<file path="config.mk">
export PLATFORM = sky130hd
export DESIGN_NAME = easyscale_single_wire_transmitter
export DESIGN_NICKNAME = d
export VERILOG_FILES = /design/src/rtl/core/esw_pkg.sv /design/src/rtl/core/esw_cfg.sv /design/src/rtl/core/esw_seq.sv /design/src/rtl/core/easyscale_single_wire_transmitter.sv
export SDC_FILE = /design/constraint.sdc
export NUM_CORES = 1
export LEC_CHECK = 0
export BUFFER_PORTS_ARGS = -buffer_cell sky130_fd_sc_hd__buf_2
export CAP_MARGIN = 10
export CORE_MARGIN = 2
export CORE_UTILIZATION = 25
export DETAILED_ROUTE_END_ITERATION = 8
export SYNTH_ARGS = -nofsm -noshare
export SYNTH_HDL_FRONTEND = slang
export SYNTH_HIERARCHICAL = 1
export SYNTH_SLANG_ARGS = --single-unit
</file>
<file path="constraint.sdc">
create_clock -name i_clk -period 5.6 [get_ports i_clk]
set_clock_uncertainty 0.2 [all_clocks]
set_input_delay 0.56 -clock i_clk [delete_from_list [all_inputs] [get_ports i_clk]]
set_output_delay 0.56 -clock i_clk [all_outputs]
set_load 0.02 [all_outputs]
</file>
<file path="src/rtl/core/esw_pkg.sv">
// Shared types and constants for the single-wire dimming-command transmitter.
// Holds the register map, the reset values and the item and result structs.
// No dependencies.
`default_nettype none

package esw_pkg;

    localparam int ADDR_W        = 24;
    localparam int TICK_W        = 16;
    localparam int BRIGHT_W      = 9;
    localparam int CFG_IDX_W     = 3;
    localparam int BRIGHT_BITS   = 5;
    localparam int RFA_BIT_POS   = 7;
    localparam int ACK_POLL_STEP = 1;

    localparam logic [CFG_IDX_W-1:0] REG_DEVICE_ADDRESS   = 3'd0;
    localparam logic [CFG_IDX_W-1:0] REG_LSB_FIRST        = 3'd1;
    localparam logic [CFG_IDX_W-1:0] REG_RFA_ENABLE       = 3'd2;
    localparam logic [CFG_IDX_W-1:0] REG_START_TICKS      = 3'd3;
    localparam logic [CFG_IDX_W-1:0] REG_EOS_TICKS        = 3'd4;
    localparam logic [CFG_IDX_W-1:0] REG_ONE_LOW_TICKS    = 3'd5;
    localparam logic [CFG_IDX_W-1:0] REG_ZERO_LOW_TICKS   = 3'd6;
    localparam logic [CFG_IDX_W-1:0] REG_ACK_WINDOW_TICKS = 3'd7;

    localparam logic [ADDR_W-1:0] RST_DEVICE_ADDRESS   = 24'h007200;
    localparam logic [TICK_W-1:0] RST_START_TICKS      = 16'd4;
    localparam logic [TICK_W-1:0] RST_EOS_TICKS        = 16'd4;
    localparam logic [TICK_W-1:0] RST_ONE_LOW_TICKS    = 16'd3;
    localparam logic [TICK_W-1:0] RST_ZERO_LOW_TICKS   = 16'd9;
    localparam logic [TICK_W-1:0] RST_ACK_WINDOW_TICKS = 16'd512;

    typedef struct packed {
        logic [ADDR_W-1:0] device_address;
        logic              lsb_first;
        logic              rfa_enable;
        logic [TICK_W-1:0] start_ticks;
        logic [TICK_W-1:0] eos_ticks;
        logic [TICK_W-1:0] one_low_ticks;
        logic [TICK_W-1:0] zero_low_ticks;
        logic [TICK_W-1:0] ack_window_ticks;
    } t_cfg;

    typedef struct packed {
        logic                mode;
        logic [BRIGHT_W-1:0] brightness;
        logic                line_in;
    } t_item;

    // Packed so that line_level sits in bit 0.
    typedef struct packed {
        logic no_ack;
        logic ack_seen;
        logic done_res;
        logic busy_res;
        logic line_driven;
        logic line_level;
    } t_result;

endpackage

`default_nettype wire

</file>
<file path="src/rtl/core/esw_cfg.sv">
// Configuration register bank of the single-wire transmitter.
// Written through a plain index/data port; uses esw_pkg.
`default_nettype none

module esw_cfg (
    input  wire logic                           i_clk,
    input  wire logic                           i_rst_n,
    input  wire logic                           i_cfg_we,
    input  wire logic [esw_pkg::CFG_IDX_W-1:0]  i_cfg_idx,
    input  wire logic [esw_pkg::ADDR_W-1:0]     i_cfg_data,
    output esw_pkg::t_cfg                       o_cfg
);

    esw_pkg::t_cfg r_cfg;

    always_ff @(posedge i_clk) begin
        if (!i_rst_n) begin
            r_cfg.device_address   <= esw_pkg::RST_DEVICE_ADDRESS;
            r_cfg.lsb_first        <= 1'b0;
            r_cfg.rfa_enable       <= 1'b0;
            r_cfg.start_ticks      <= esw_pkg::RST_START_TICKS;
            r_cfg.eos_ticks        <= esw_pkg::RST_EOS_TICKS;
            r_cfg.one_low_ticks    <= esw_pkg::RST_ONE_LOW_TICKS;
            r_cfg.zero_low_ticks   <= esw_pkg::RST_ZERO_LOW_TICKS;
            r_cfg.ack_window_ticks <= esw_pkg::RST_ACK_WINDOW_TICKS;
        end else if (i_cfg_we) begin
            case (i_cfg_idx)
                esw_pkg::REG_DEVICE_ADDRESS: begin
                    r_cfg.device_address <= i_cfg_data;
                end
                esw_pkg::REG_LSB_FIRST: begin
                    r_cfg.lsb_first <= i_cfg_data[0];
                end
                esw_pkg::REG_RFA_ENABLE: begin
                    r_cfg.rfa_enable <= i_cfg_data[0];
                end
                esw_pkg::REG_START_TICKS: begin
                    r_cfg.start_ticks <= i_cfg_data[esw_pkg::TICK_W-1:0];
                end
                esw_pkg::REG_EOS_TICKS: begin
                    r_cfg.eos_ticks <= i_cfg_data[esw_pkg::TICK_W-1:0];
                end
                esw_pkg::REG_ONE_LOW_TICKS: begin
                    r_cfg.one_low_ticks <= i_cfg_data[esw_pkg::TICK_W-1:0];
                end
                esw_pkg::REG_ZERO_LOW_TICKS: begin
                    r_cfg.zero_low_ticks <= i_cfg_data[esw_pkg::TICK_W-1:0];
                end
                esw_pkg::REG_ACK_WINDOW_TICKS: begin
                    r_cfg.ack_window_ticks <= i_cfg_data[esw_pkg::TICK_W-1:0];
                end
                default: begin
                end
            endcase
        end
    end

    assign o_cfg = r_cfg;

endmodule

`default_nettype wire

</file>
<file path="src/rtl/core/esw_seq.sv">
// Frame sequencer of the single-wire transmitter: phase, countdown, frame
// shift and acknowledge window, advanced once per transaction. Uses esw_pkg.
`default_nettype none

module esw_seq #(
    parameter int FRAME_BITS = 16
) (
    input  wire logic           i_clk,
    input  wire logic           i_rst_n,
    input  wire logic           i_fire,
    input  wire esw_pkg::t_item i_item,
    input  wire esw_pkg::t_cfg  i_cfg,
    output esw_pkg::t_result    o_result
);

    localparam int IDX_W = $clog2(FRAME_BITS);
    localparam int CNT_W = $clog2(FRAME_BITS + 1);
    localparam logic [CNT_W-1:0] FULL_COUNT = CNT_W'(FRAME_BITS);
    localparam logic [CNT_W-1:0] GAP_COUNT  = CNT_W'(FRAME_BITS - 8);
    localparam logic [esw_pkg::TICK_W-1:0] POLL_STEP =
        esw_pkg::TICK_W'(esw_pkg::ACK_POLL_STEP);

    typedef enum logic [3:0] {
        PH_IDLE,
        PH_START,
        PH_BIT_LOW,
        PH_BIT_HIGH,
        PH_GAP_LOW,
        PH_GAP_HIGH,
        PH_END_LOW,
        PH_ACK_POLL,
        PH_ACK_HOLD
    } t_phase;

    t_phase                       r_phase, n_phase;
    logic [esw_pkg::TICK_W-1:0]   r_countdown, n_countdown;
    logic [FRAME_BITS-1:0]        r_frame, n_frame;
    logic [CNT_W-1:0]             r_bits_left, n_bits_left;
    logic [esw_pkg::TICK_W-1:0]   r_ack_remaining, n_ack_remaining;
    logic                         r_drive_level, n_drive_level;
    logic                         r_order_lsb, n_order_lsb;
    logic                         r_rfa, n_rfa;

    logic                         done, ack, nack, released;
    logic [esw_pkg::TICK_W-1:0]   cnt_dec;
    logic [CNT_W-1:0]             left_dec;
    logic                         bit_now, bit_next;
    logic [esw_pkg::ADDR_W-1:0]   frame_word;

    function automatic logic [esw_pkg::TICK_W-1:0] f_dur(
        input logic [esw_pkg::TICK_W-1:0] ticks
    );
        return (ticks == '0) ? esw_pkg::TICK_W'(1) : ticks;
    endfunction

    function automatic logic f_bit(
        input logic [FRAME_BITS-1:0] frame,
        input logic [CNT_W-1:0]      left,
        input logic                  lsb
    );
        logic [CNT_W-1:0] idx;
        idx = lsb ? (FULL_COUNT - left) : (left - CNT_W'(1));
        return frame[idx[IDX_W-1:0]];
    endfunction

    always_comb begin
        n_phase         = r_phase;
        n_countdown     = r_countdown;
        n_frame         = r_frame;
        n_bits_left     = r_bits_left;
        n_ack_remaining = r_ack_remaining;
        n_drive_level   = r_drive_level;
        n_order_lsb     = r_order_lsb;
        n_rfa           = r_rfa;
        done            = 1'b0;
        ack             = 1'b0;
        nack            = 1'b0;

        cnt_dec  = r_countdown - esw_pkg::TICK_W'(1);
        left_dec = r_bits_left - CNT_W'(1);
        bit_now  = f_bit(r_frame, r_bits_left, r_order_lsb);
        bit_next = f_bit(r_frame, left_dec, r_order_lsb);

        frame_word = i_cfg.device_address
                   | esw_pkg::ADDR_W'(i_item.brightness[esw_pkg::BRIGHT_BITS-1:0])
                   | (esw_pkg::ADDR_W'(i_cfg.rfa_enable) << esw_pkg::RFA_BIT_POS);

        if (i_item.mode) begin
            if (r_phase == PH_IDLE) begin
                n_frame         = frame_word[FRAME_BITS-1:0];
                n_order_lsb     = i_cfg.lsb_first;
                n_rfa           = i_cfg.rfa_enable;
                n_bits_left     = FULL_COUNT;
                n_ack_remaining = '0;
                n_phase         = PH_START;
                n_countdown     = f_dur(i_cfg.start_ticks);
                n_drive_level   = 1'b1;
            end
        end else if (r_phase == PH_ACK_POLL) begin
            if (!i_item.line_in) begin
                ack           = 1'b1;
                n_phase       = PH_ACK_HOLD;
                n_countdown   = f_dur(r_ack_remaining);
                n_drive_level = 1'b1;
            end else if (r_ack_remaining <= POLL_STEP) begin
                n_ack_remaining = '0;
                nack            = 1'b1;
                done            = 1'b1;
                n_phase         = PH_IDLE;
                n_countdown     = '0;
                n_drive_level   = 1'b1;
            end else begin
                n_ack_remaining = r_ack_remaining - POLL_STEP;
            end
        end else if (r_phase != PH_IDLE) begin
            n_countdown = cnt_dec;
            if (cnt_dec == '0) begin
                case (r_phase)
                    PH_START, PH_GAP_HIGH: begin
                        n_phase       = PH_BIT_LOW;
                        n_countdown   = f_dur(bit_now ? i_cfg.one_low_ticks
                                                      : i_cfg.zero_low_ticks);
                        n_drive_level = 1'b0;
                    end
                    PH_BIT_LOW: begin
                        n_phase       = PH_BIT_HIGH;
                        n_countdown   = f_dur(bit_now ? i_cfg.zero_low_ticks
                                                      : i_cfg.one_low_ticks);
                        n_drive_level = 1'b1;
                    end
                    PH_BIT_HIGH: begin
                        n_bits_left = left_dec;
                        if (!r_order_lsb && left_dec == GAP_COUNT) begin
                            n_phase       = PH_GAP_LOW;
                            n_countdown   = f_dur(i_cfg.eos_ticks);
                            n_drive_level = 1'b0;
                        end else if (left_dec == '0) begin
                            n_phase       = PH_END_LOW;
                            n_countdown   = f_dur(i_cfg.eos_ticks);
                            n_drive_level = 1'b0;
                        end else begin
                            n_phase       = PH_BIT_LOW;
                            n_countdown   = f_dur(bit_next ? i_cfg.one_low_ticks
                                                           : i_cfg.zero_low_ticks);
                            n_drive_level = 1'b0;
                        end
                    end
                    PH_GAP_LOW: begin
                        n_phase       = PH_GAP_HIGH;
                        n_countdown   = f_dur(i_cfg.start_ticks);
                        n_drive_level = 1'b1;
                    end
                    PH_END_LOW: begin
                        n_countdown   = '0;
                        n_drive_level = 1'b1;
                        if (!r_rfa) begin
                            done    = 1'b1;
                            n_phase = PH_IDLE;
                        end else if (i_cfg.ack_window_ticks == '0) begin
                            nack    = 1'b1;
                            done    = 1'b1;
                            n_phase = PH_IDLE;
                        end else begin
                            n_ack_remaining = i_cfg.ack_window_ticks;
                            n_phase         = PH_ACK_POLL;
                        end
                    end
                    default: begin
                        done          = 1'b1;
                        n_phase       = PH_IDLE;
                        n_countdown   = '0;
                        n_drive_level = 1'b1;
                    end
                endcase
            end
        end

        released             = (n_phase == PH_ACK_POLL) || (n_phase == PH_ACK_HOLD);
        o_result.line_level  = released ? 1'b1 : n_drive_level;
        o_result.line_driven = !released;
        o_result.busy_res    = (n_phase != PH_IDLE);
        o_result.done_res    = done;
        o_result.ack_seen    = ack;
        o_result.no_ack      = nack;
    end

    always_ff @(posedge i_clk) begin
        if (!i_rst_n) begin
            r_phase         <= PH_IDLE;
            r_countdown     <= '0;
            r_bits_left     <= '0;
            r_ack_remaining <= '0;
            r_drive_level   <= 1'b1;
            r_order_lsb     <= 1'b0;
            r_rfa           <= 1'b0;
        end else if (i_fire) begin
            r_phase         <= n_phase;
            r_countdown     <= n_countdown;
            r_bits_left     <= n_bits_left;
            r_ack_remaining <= n_ack_remaining;
            r_drive_level   <= n_drive_level;
            r_order_lsb     <= n_order_lsb;
            r_rfa           <= n_rfa;
        end
    end

    always_ff @(posedge i_clk) begin
        if (i_fire) begin
            r_frame <= n_frame;
        end
    end

endmodule

`default_nettype wire

</file>
<file path="src/rtl/core/easyscale_single_wire_transmitter.sv">
// Top level of the single-wire dimming-command transmitter.
// Input register, frame sequencer and result register; uses esw_pkg,
// esw_cfg and esw_seq.
//
//   Channel   Direction  Handshake            Payload
//   s_axis    in         tvalid/tready        tuser: mode; tdata: brightness, line_in
//   m_axis    out        tvalid/tready        tdata: line_level .. no_ack
//   cfg       in         i_cfg_we             i_cfg_idx, i_cfg_data
//
// Each transaction passes through the input register, then through the
// sequencer into the result register.
// A new transaction is accepted every cycle unless m_axis stalls; the state
// update of one tick feeds the next, so the sequencer step sets the clock rate.
// Reset is synchronous: the line is driven high and the block is idle.
// A stalled result holds the input register, which then stalls s_axis.
`default_nettype none

module easyscale_single_wire_transmitter #(
    parameter int FRAME_BITS = 16
) (
    input  wire logic                          i_clk,
    input  wire logic                          i_rst_n,
    input  wire logic                          s_axis_tvalid,
    output      logic                          s_axis_tready,
    // tdata: [8:0] brightness, [9] line_in, [15:10] zero
    input  wire logic [15:0]                   s_axis_tdata,
    // tuser: [0] mode
    input  wire logic                          s_axis_tuser,
    output      logic                          m_axis_tvalid,
    input  wire logic                          m_axis_tready,
    // tdata: [0] line_level, [1] line_driven, [2] busy_res, [3] done_res,
    //        [4] ack_seen, [5] no_ack, [7:6] zero
    output      logic [7:0]                    m_axis_tdata,
    input  wire logic                          i_cfg_we,
    input  wire logic [esw_pkg::CFG_IDX_W-1:0] i_cfg_idx,
    input  wire logic [esw_pkg::ADDR_W-1:0]    i_cfg_data
);

    esw_pkg::t_cfg    cfg;
    esw_pkg::t_result step_result;
    esw_pkg::t_item   r_in_item;
    esw_pkg::t_result r_out_result;
    logic             r_in_valid;
    logic             r_out_valid;
    logic             advance;

    assign advance       = r_in_valid && (!r_out_valid || m_axis_tready);
    assign s_axis_tready = !r_in_valid || advance;

    esw_cfg u_cfg (
        .i_clk      (i_clk),
        .i_rst_n    (i_rst_n),
        .i_cfg_we   (i_cfg_we),
        .i_cfg_idx  (i_cfg_idx),
        .i_cfg_data (i_cfg_data),
        .o_cfg      (cfg)
    );

    esw_seq #(
        .FRAME_BITS (FRAME_BITS)
    ) u_seq (
        .i_clk    (i_clk),
        .i_rst_n  (i_rst_n),
        .i_fire   (advance),
        .i_item   (r_in_item),
        .i_cfg    (cfg),
        .o_result (step_result)
    );

    always_ff @(posedge i_clk) begin
        if (!i_rst_n) begin
            r_in_valid  <= 1'b0;
            r_out_valid <= 1'b0;
        end else begin
            if (s_axis_tready) begin
                r_in_valid <= s_axis_tvalid;
            end
            if (advance) begin
                r_out_valid <= 1'b1;
            end else if (m_axis_tready) begin
                r_out_valid <= 1'b0;
            end
        end
    end

    always_ff @(posedge i_clk) begin
        if (s_axis_tready && s_axis_tvalid) begin
            r_in_item.mode       <= s_axis_tuser;
            r_in_item.brightness <= s_axis_tdata[esw_pkg::BRIGHT_W-1:0];
            r_in_item.line_in    <= s_axis_tdata[esw_pkg::BRIGHT_W];
        end
        if (advance) begin
            r_out_result <= step_result;
        end
    end

    assign m_axis_tvalid = r_out_valid;
    assign m_axis_tdata  = {2'b00, r_out_result};

endmodule

`default_nettype wire

</file>
==> results of run 1 <==
## cells in the final DEF, fill, tap and decap left out, types with 6 or more instances in the layout
cell	instances
edfxtp_1	29
nand3_1	24
mux4_2	11
a221oi_1	17
clkbuf_16	18
a22oi_1	9
o211a_1	6
buf_4	17
ha_1	7
inv_6	6
xor2_1	7
mux2i_1	111
nor4_1	25
or2_2	11
buf_2	37
inv_1	12
o211ai_1	7
nand2b_1	10
mux2_2	15
a21o_1	9
o21ai_0	53
nor2_1	59
nor2b_1	23
a21oi_1	32
xnor2_1	12
a21boi_0	14
nand2_1	169
dfxtp_1	144
a222oi_1	10
nor3_1	25
nand4_1	11
and2_1	6
o21a_1	8
## flip-flops by register name (all words and copies together), names as in the netlist, 4 cells and up
register,flops
u_seq/r_frame,16
m_axis_tdata,6
r_in_item,7
u_seq/r_bits_left,5
u_seq/r_ack_remaining,16
u_seq/r_phase,4
u_cfg/o_cfg,98
u_seq/r_countdown,16
## path summary, 6_finish.rpt
| check | startpoint | end | slack (ns) | cells past startpoint |
|---|---|---|---|---|
| worst max-delay path | u_seq/r_bits_left[0] | u_seq/r_countdown[6] | 1.47 | 10 |
| worst min register to register | u_cfg/o_cfg[82] | u_cfg/o_cfg[82] | 0.26 | 2 |
| worst max register to register | u_seq/r_bits_left[0] | u_seq/r_countdown[6] | 1.47 | 10 |
| worst min-delay path | s_axis_tuser | r_in_item[10] | 0.10 | 1 |
## area by class of cell
class                      count  area [um^2]  area share, %
sequential                   173         3750           35.0
tap                          511          639           5.96
clock inverter                12          101          0.945
timing repair buffer          54          313           2.92
inverter                      13         48.8          0.455
multi-input combinational    789         5410           50.5
clock buffer                  19          454           4.24
## power breakdown
part / internal (mW) / switching, mW / total (mW)
combinational: 0.147 / 0.245 / 0.392
sequential: 1.30 / 0.0432 / 1.34
clock: 0.604 / 0.541 / 1.15
## metal layers
layer / track usage, % / wire [um] / share of wire, %
met1: 20.8 / 13400 / 47
met2: 22.0 / 12600 / 44
met3: 2.43 / 1940 / 6.8
met4: 4.88 / 701 / 2.4
met5: 0 / 0 / 0
## stage by stage
step | total power [mW] | util (%)
6_report | 2.88 | 28.5
5_1_grt | 2.98 | 28.5
4_1_cts | 2.88 | 28.5
3_5_place_dp | 1.75 | 27.0
3_3_place_gp | 1.74 | 27.0
2_1_floorplan | 1.64 | -
## worst max-delay path, delay by kind of cell, from the launching register on
family	cells	cell delay, ns
AND/OR/NAND/NOR	1	0.07
AO/OA/AOI/OAI	2	0.67
buffers and inverters	1	0.16
adder cells (fa/ha/maj)	1	0.76
multiplexers	5	1.69
flip-flops	1	0.47
==> results.yml, run 1 <==
clock_tree:
  cts_tree: "yes"
  cts_max_level: 4
  cts_setup_buffers: 0
  cts.sinks: 173
  ctsResizeCount: 0
  clock-root-buffer: "clkbuf_16"
  cts_hold_buf: 0
  clockBufferDepth: 2
  clk_pin_slew_ns: 0.07
  insertion_delay_ns: 0.43
  cts_buffers: 17
sta:
  rsz0062_at_grt: "false"
  relSlewSlack_pct: 32.6
  drv_slew: 0
  period_needed_ns: 4.13
  finalCritPeriodShare_pct: 73.7
  setup_violations: 0
  fmax_mhz: 242
  holdWs_ns: 0.102
  max_slew.worst_pin.slew_ns: 1.01
  finalSetupTns_ns: 0
  hold_violations: 0
  fin_ws_ns: 1.47
logic_synthesis:
  syn_inst: 1048
  ys_warn_count: 6
  synth.avg_cell_area_um2: 9.13
  synth_area_um2: 9570
grt:
  grt_start_max_net_pins: 80
  grt_pass1_wl_um: 44800
  grt_pass1_vias: 7657
  antenna_found_initial: 0
  overflow: 0
  grt_use_total_pct: 14.5
detailed_routing:
  vias: 8185
  wire_per_inst_um: 18.2
  post-route-drc-count: 0
  firstDrtPassIters: 8
  ant_nets: 0
  routed_via_density: 5.21
  wl_um: 28600
  dr.first_iter.drc_count: 965
critical_path:
  start_kind: "flip-flop"
  critical-path-max-stage-delay_ns: 0.76
  worst-path-max-fanout: 16
  path_cells: "inv_2 -> ha_1 -> mux4_2 -> mux2i_1 -> mux2i_1 -> mux2i_2 -> mux2_2 -> o21bai_1 -> a221oi_1 -> nor2_1"
  cpMaxStageDelayCell: "ha_1"
  cp_common_cell: "mux2i_1"
  required_ns: 5.71
  end_kind: "flip-flop"
  crit_type: "flip-flop to flip-flop"
  cp.arrival_ns: 4.24
floorplan:
  die_width_um: 200
  coreArea_um2: 37700
  die_h_um: 200
  rows: 71
  die-area_um2: 39900
  initial_utilization_pct: 25.4
  io_pins: 59
placed_design:
  place_inst: 1539
  portBuffers: 38
  hpwl_um: 20600
  placed_area_um2: 10200
  dp_slack_ns: 1.49
  gp_congestion: 0.929
min_path:
  hp-class: "input port to flip-flop"
power_and_ir_drop:
  p_per_area_nw_per_um2: 268
  p_leak_nw: 4.22
  ir_drop_mv: 0.194
finish:
  drive_gt1_share_pct: 14.0
  instances_no_fill: 1571
  fillers: 4052
  layout.nets: 1104
  final_area_um2: 10700
  antennaDiodeCount: 0
  area_growth_pct: 12.1
status:
  outcome: "completed"
run:
  cap_violations: 0
No activity file was read; power rests on OpenSTA's default activity.
==> run 2: changes to the inputs <==
==> constraint.sdc (replaced) <==
create_clock -name i_clk -period 4.3 [get_ports i_clk]
set_clock_uncertainty 0.2 [all_clocks]
set_input_delay 0.43 -clock i_clk [delete_from_list [all_inputs] [get_ports i_clk]]
set_output_delay 0.43 -clock i_clk [all_outputs]
set_load 0.02 [all_outputs]
==> results.yml, run 2 (synthesized netlist as in run 1, its figures left out) <==
min_path:
  hp-class: "input port to flip-flop"
finish:
  instances_no_fill: 1586
  final_cell_mix: "nand2_1, dfxtp_1, mux2i_1, nor2_1, o21ai_0"
  final_common_cell: "nand2_1"
  antennaDiodeCount: 0
  drive_gt1_share_pct: 14.5
  fillers: 3951
  layout.nets: 1119
  largest_reg_flops: 98
  area_growth_pct: 14.2
  final_area_um2: 10900
detailed_routing:
  routed_via_density: 5.16
  wire_per_inst_um: 18.2
  post-route-drc-count: 0
  vias: 8180
  wl_um: 28800
  dr.first_iter.drc_count: 928
  firstDrtPassIters: 8
  ant_nets: 0
grt:
  grt_use_total_pct: 14.6
  antenna_found_initial: 0
  overflow: 0
  grt_pass1_vias: 7777
  grt_start_max_net_pins: 110
  grt_pass1_wl_um: 44800
placed_design:
  placed_area_um2: 10200
  hpwl_um: 20900
  portBuffers: 38
  gp_congestion: 0.920
  place_inst: 1547
sta:
  fmax_mhz: 250
  relSlewSlack_pct: 30.7
  hold_violations: 0
  rsz0062_at_grt: "false"
  max_slew.worst_pin.slew_ns: 1.04
  period_needed_ns: 4.01
  setup_violations: 0
  finalSetupTns_ns: 0
  drv_slew: 0
  finalCritPeriodShare_pct: 93.2
clock_tree:
  cts_setup_buffers: 0
  clock-root-buffer: "clkbuf_16"
  cts_max_level: 4
  cts_tree: "yes"
  clk_pin_slew_ns: 0.07
  cts_buffers: 17
  clockBufferDepth: 2
  insertion_delay_ns: 0.44
  cts.sinks: 173
power_and_ir_drop:
  p_leak_nw: 4.34
  p_per_area_nw_per_um2: 358
  finalPower_mw: 3.91
  ir_drop_mv: 0.281
critical_path:
  cpMaxStageDelayCell: "ha_1"
  cp_common_cell: "mux2i_1"
  required_ns: 4.41
  cp.arrival_ns: 4.12
  end_kind: "flip-flop"
  crit_type: "flip-flop to flip-flop"
  start_kind: "flip-flop"
  worst-path-max-fanout: 11
  critical-path-max-stage-delay_ns: 0.63
  path_cells: "inv_2 -> ha_1 -> mux4_2 -> mux2i_1 -> mux2i_1 -> mux2i_2 -> mux2_2 -> o21bai_1 -> a22oi_1 -> a21oi_1"
status:
  outcome: "completed"
floorplan:
  die_h_um: 200
  die-area_um2: 39900
  coreArea_um2: 37700
  initial_utilization_pct: 25.4
  die_width_um: 200
  rows: 71
  io_pins: 59
run:
  cap_violations: 0
run 2: area by class of cell:
type                    count  area [um^2]  share of cell area, %
clock inverters            11          155                   1.42
well taps                 511          639                   5.85
flip-flops and latches    173         3750                   34.4
inverters                  13         48.8                  0.447
multi-input cells         789         5410                   49.6
repair buffers             69          455                   4.17
clock buffers              20          459                   4.20
run 2: final timing paths:
check / from / end / slack [ns] / cells past startpoint
setup / recovery: u_seq/r_bits_left[0] / u_seq/r_countdown[7] / 0.29 / 10
hold / removal: i_cfg_data[13] / u_cfg/o_cfg[95] / 0.07 / 3
setup reg to reg: u_seq/r_bits_left[0] / u_seq/r_countdown[7] / 0.29 / 10
hold reg to reg: u_cfg/o_cfg[82] / u_cfg/o_cfg[82] / 0.26 / 2
run 2: critical path, delay by kind of cell, from the launching register on:
kind / cells / cell delay (ns)
compound gates: 3 / 0.73
fa+ha+maj: 1 / 0.63
buf+inv: 1 / 0.16
flops: 1 / 0.48
mux: 5 / 1.67
run 2: timing repair:
item / CTS / global route
hold buffers: 7 / 0
endpoints found under the hold margin: 7 / 0
setup endpoints to repair: 0 / 0
gates resized for setup: 0 / 0
run 2: power breakdown:
group	total (mW)	switching (mW)	internal (mW)
registers	1.75	0.0562	1.69
logic	0.526	0.317	0.209
clock network	1.64	0.677	0.959
total	3.91	1.05	2.86
run 2: metal layers:
layer | GRT usage (%) | up-vias | share of wire (%)
met4 | 4.39 | 0 | 1.9
li1 | - | 3868 | -
met2 | 22.9 | 274 | 45
met1 | 20.3 | 4004 | 47
met3 | 2.55 | 34 | 6.4
met5 | 0 | - | 0
run 2: metrics by stage:
stage	util, %	worst slack [ns]	hold slack [ns]
6_report	29.0	0.294	0.0661
5_1_grt	29.0	0.0797	0.0669
4_1_cts	29.0	0.342	0.0649
3_5_place_dp	27.2	0.352	0.247
3_3_place_gp	27.2	0.441	0.240
2_1_floorplan	-	0.929	0.208
==> run 3: changes to the inputs <==
--- a/config.mk
+++ b/config.mk
@@ -5,12 +5,11 @@
 export SDC_FILE = /design/constraint.sdc
 export NUM_CORES = 1
 export LEC_CHECK = 0
-export BUFFER_PORTS_ARGS = -buffer_cell sky130_fd_sc_hd__buf_2
 export CAP_MARGIN = 10
 export CORE_MARGIN = 2
 export CORE_UTILIZATION = 25
 export DETAILED_ROUTE_END_ITERATION = 8
+export DONT_BUFFER_PORTS = 1
 export SYNTH_ARGS = -nofsm -noshare
 export SYNTH_HDL_FRONTEND = slang
-export SYNTH_HIERARCHICAL = 1
 export SYNTH_SLANG_ARGS = --single-unit
==> results.yml, run 3 <==
status:
  outcome: "completed"
detailed_routing:
  routed_via_density: 5.39
  vias: 8558
  post-route-drc-count: 0
  dr.first_iter.drc_count: 949
  ant_nets: 0
  wl_um: 29900
  wire_per_inst_um: 18.8
  firstDrtPassIters: 5
logic_synthesis:
  synth_most_common_cell: "nand2_1"
  syn_inst: 1122
  synth_area_um2: 9130
  ys_seq_area_share_pct: 41.1
  netlist.area_leader.share_pct: 31.6
  synth_edf_count: 29
  synth.avg_cell_area_um2: 8.14
  yosys-top-cells-count: "nand2_1, dfxtp_1, a21oi_1"
  yosysTopAreaCell: "dfxtp_1"
  async_reset_ff_share_pct: 0
  synth.distinct_cells: 81
  ys_ff_latch: 173
  ys_top_cells_by_area: "dfxtp_1, nand2_1, edfxtp_1, a21oi_1, mux2i_1"
  synth-main-ff-cell: "dfxtp_1"
  ys_warn_count: 0
grt:
  grt_pass1_wl_um: 46500
  antenna_found_initial: 0
  grt_use_total_pct: 15.6
  grt_pass1_vias: 7832
  grt_start_max_net_pins: 63
  overflow: 0
finish:
  layout.nets: 1170
  instances_no_fill: 1588
  final_cell_mix: "nand2_1, dfxtp_1, a21oi_1, nor2_1, o21ai_0"
  drive_gt1_share_pct: 8.96
  antennaDiodeCount: 0
  largest_reg_flops: 98
  final_common_cell: "nand2_1"
  area_growth_pct: 14.6
clock_tree:
  cts_buffers: 17
  cts_setup_buffers: 0
  clock-root-buffer: "clkbuf_16"
  cts_tree: "yes"
  clk_pin_slew_ns: 0.07
  clockBufferDepth: 2
  cts_max_level: 4
  insertion_delay_ns: 0.45
  cts.sinks: 173
sta:
  finalCritPeriodShare_pct: 93.6
  relSlewSlack_pct: 28.4
  hold_violations: 0
  rsz0062_at_grt: "false"
  max_slew.worst_pin.slew_ns: 1.07
  fmax_mhz: 249
  finalSetupTns_ns: 0
  drv_slew: 0
  holdWs_ns: 0.0361
  setup_violations: 0
  period_needed_ns: 4.02
floorplan:
  coreArea_um2: 35700
  initial_utilization_pct: 25.5
  die_width_um: 195
  die-area_um2: 38100
  io_pins: 59
  die_h_um: 195
  rows: 69
critical_path:
  worst-path-max-fanout: 13
  cp.arrival_ns: 4.20
  start_kind: "flip-flop"
  end_kind: "flip-flop"
  crit_type: "flip-flop to flip-flop"
  cpMaxStageDelayCell: "or4_1"
  path_cells: "inv_1 -> ha_1 -> or3b_1 -> o31ai_1 -> nand3_2 -> nor4_4 -> nand2_2 -> or4_1 -> buf_4 -> nor2_2 -> a221o_1"
  path_buf_inv: 2
  cp_top_family: "simple AND/OR/NAND/NOR gates"
  required_ns: 4.48
  critical-path-max-stage-delay_ns: 0.63
placed_design:
  hpwl_um: 21100
  portBuffers: 0
  place_inst: 1529
  gp_congestion: 0.961
power_and_ir_drop:
  p_per_area_nw_per_um2: 368
  ir_drop_mv: 0.246
  finalPower_mw: 3.85
  p_leak_nw: 3.51
min_path:
  hp-class: "input port to flip-flop"
run:
  cap_violations: 0
==> run 3: what timing repair did <==
action                                 in CTS  in global routing
endpoints found under the hold margin     123                  0
hold buffers                               27                  0
resized for setup                           0                  0
==> run 3: worst paths after layout <==
kind / end / startpoint / cells past startpoint / slack (ns)
max: u_seq.r_countdown[6] / u_seq.r_countdown[0] / 11 / 0.28
min: u_seq.r_ack_remaining[12] / i_rst_n / 2 / 0.04
max reg2reg: u_seq.r_countdown[6] / u_seq.r_countdown[0] / 11 / 0.28
min reg2reg: u_seq.r_frame[10] / u_cfg.o_cfg[92] / 0 / 0.24
==> run 3: per-stage QoR <==
stage | instance area [um^2] | setup slack (ns) | utilization, %
global placement | 9580 | 0.405 | 26.8
floorplan | 9130 | 0.515 | -
global route | 10500 | 0.0268 | 29.3
CTS | 10500 | 0.335 | 29.3
finish | 10500 | 0.277 | 29.3
detailed placement | 9580 | 0.355 | 26.8
==> run 3: cell families after synthesis <==
| logic type | synth area share, % |
|---|---|
| simple gates | 25.4 |
| compound gates | 21.8 |
| flops | 41.1 |
| buf+inv | 3.96 |
| mux | 6.06 |
| fa+ha+maj | 0.960 |
| xor+xnor | 0.672 |
| other cells | 0.0411 |
==> run 3: cell type report <==
type	count	area, um^2
well taps	461	577
repair buffers	47	430
inverters	17	65.1
clock buffers	17	425
multi-input cells	858	5040
flip-flops and latches	173	3750
clock inverters	15	176
fillers	3875	25300
==> run 3: where the power goes <==
part / internal [mW] / leakage (nW) / switching, mW / total (mW)
registers: 1.69 / 1.42 / 0.0632 / 1.76
logic: 0.197 / 1.80 / 0.335 / 0.532
clock network: 0.783 / 0.289 / 0.775 / 1.56
==> run 3: per-layer routing <==
metal	part of all wire, %	track usage (%)	wire [um]	up-vias
met5	0	0	0	-
met4	2.2	5.17	647	0
met3	6.8	2.38	2040	47
met2	45	24.3	13600	369
met1	46	22.0	13600	4059
li1	-	-	-	4083
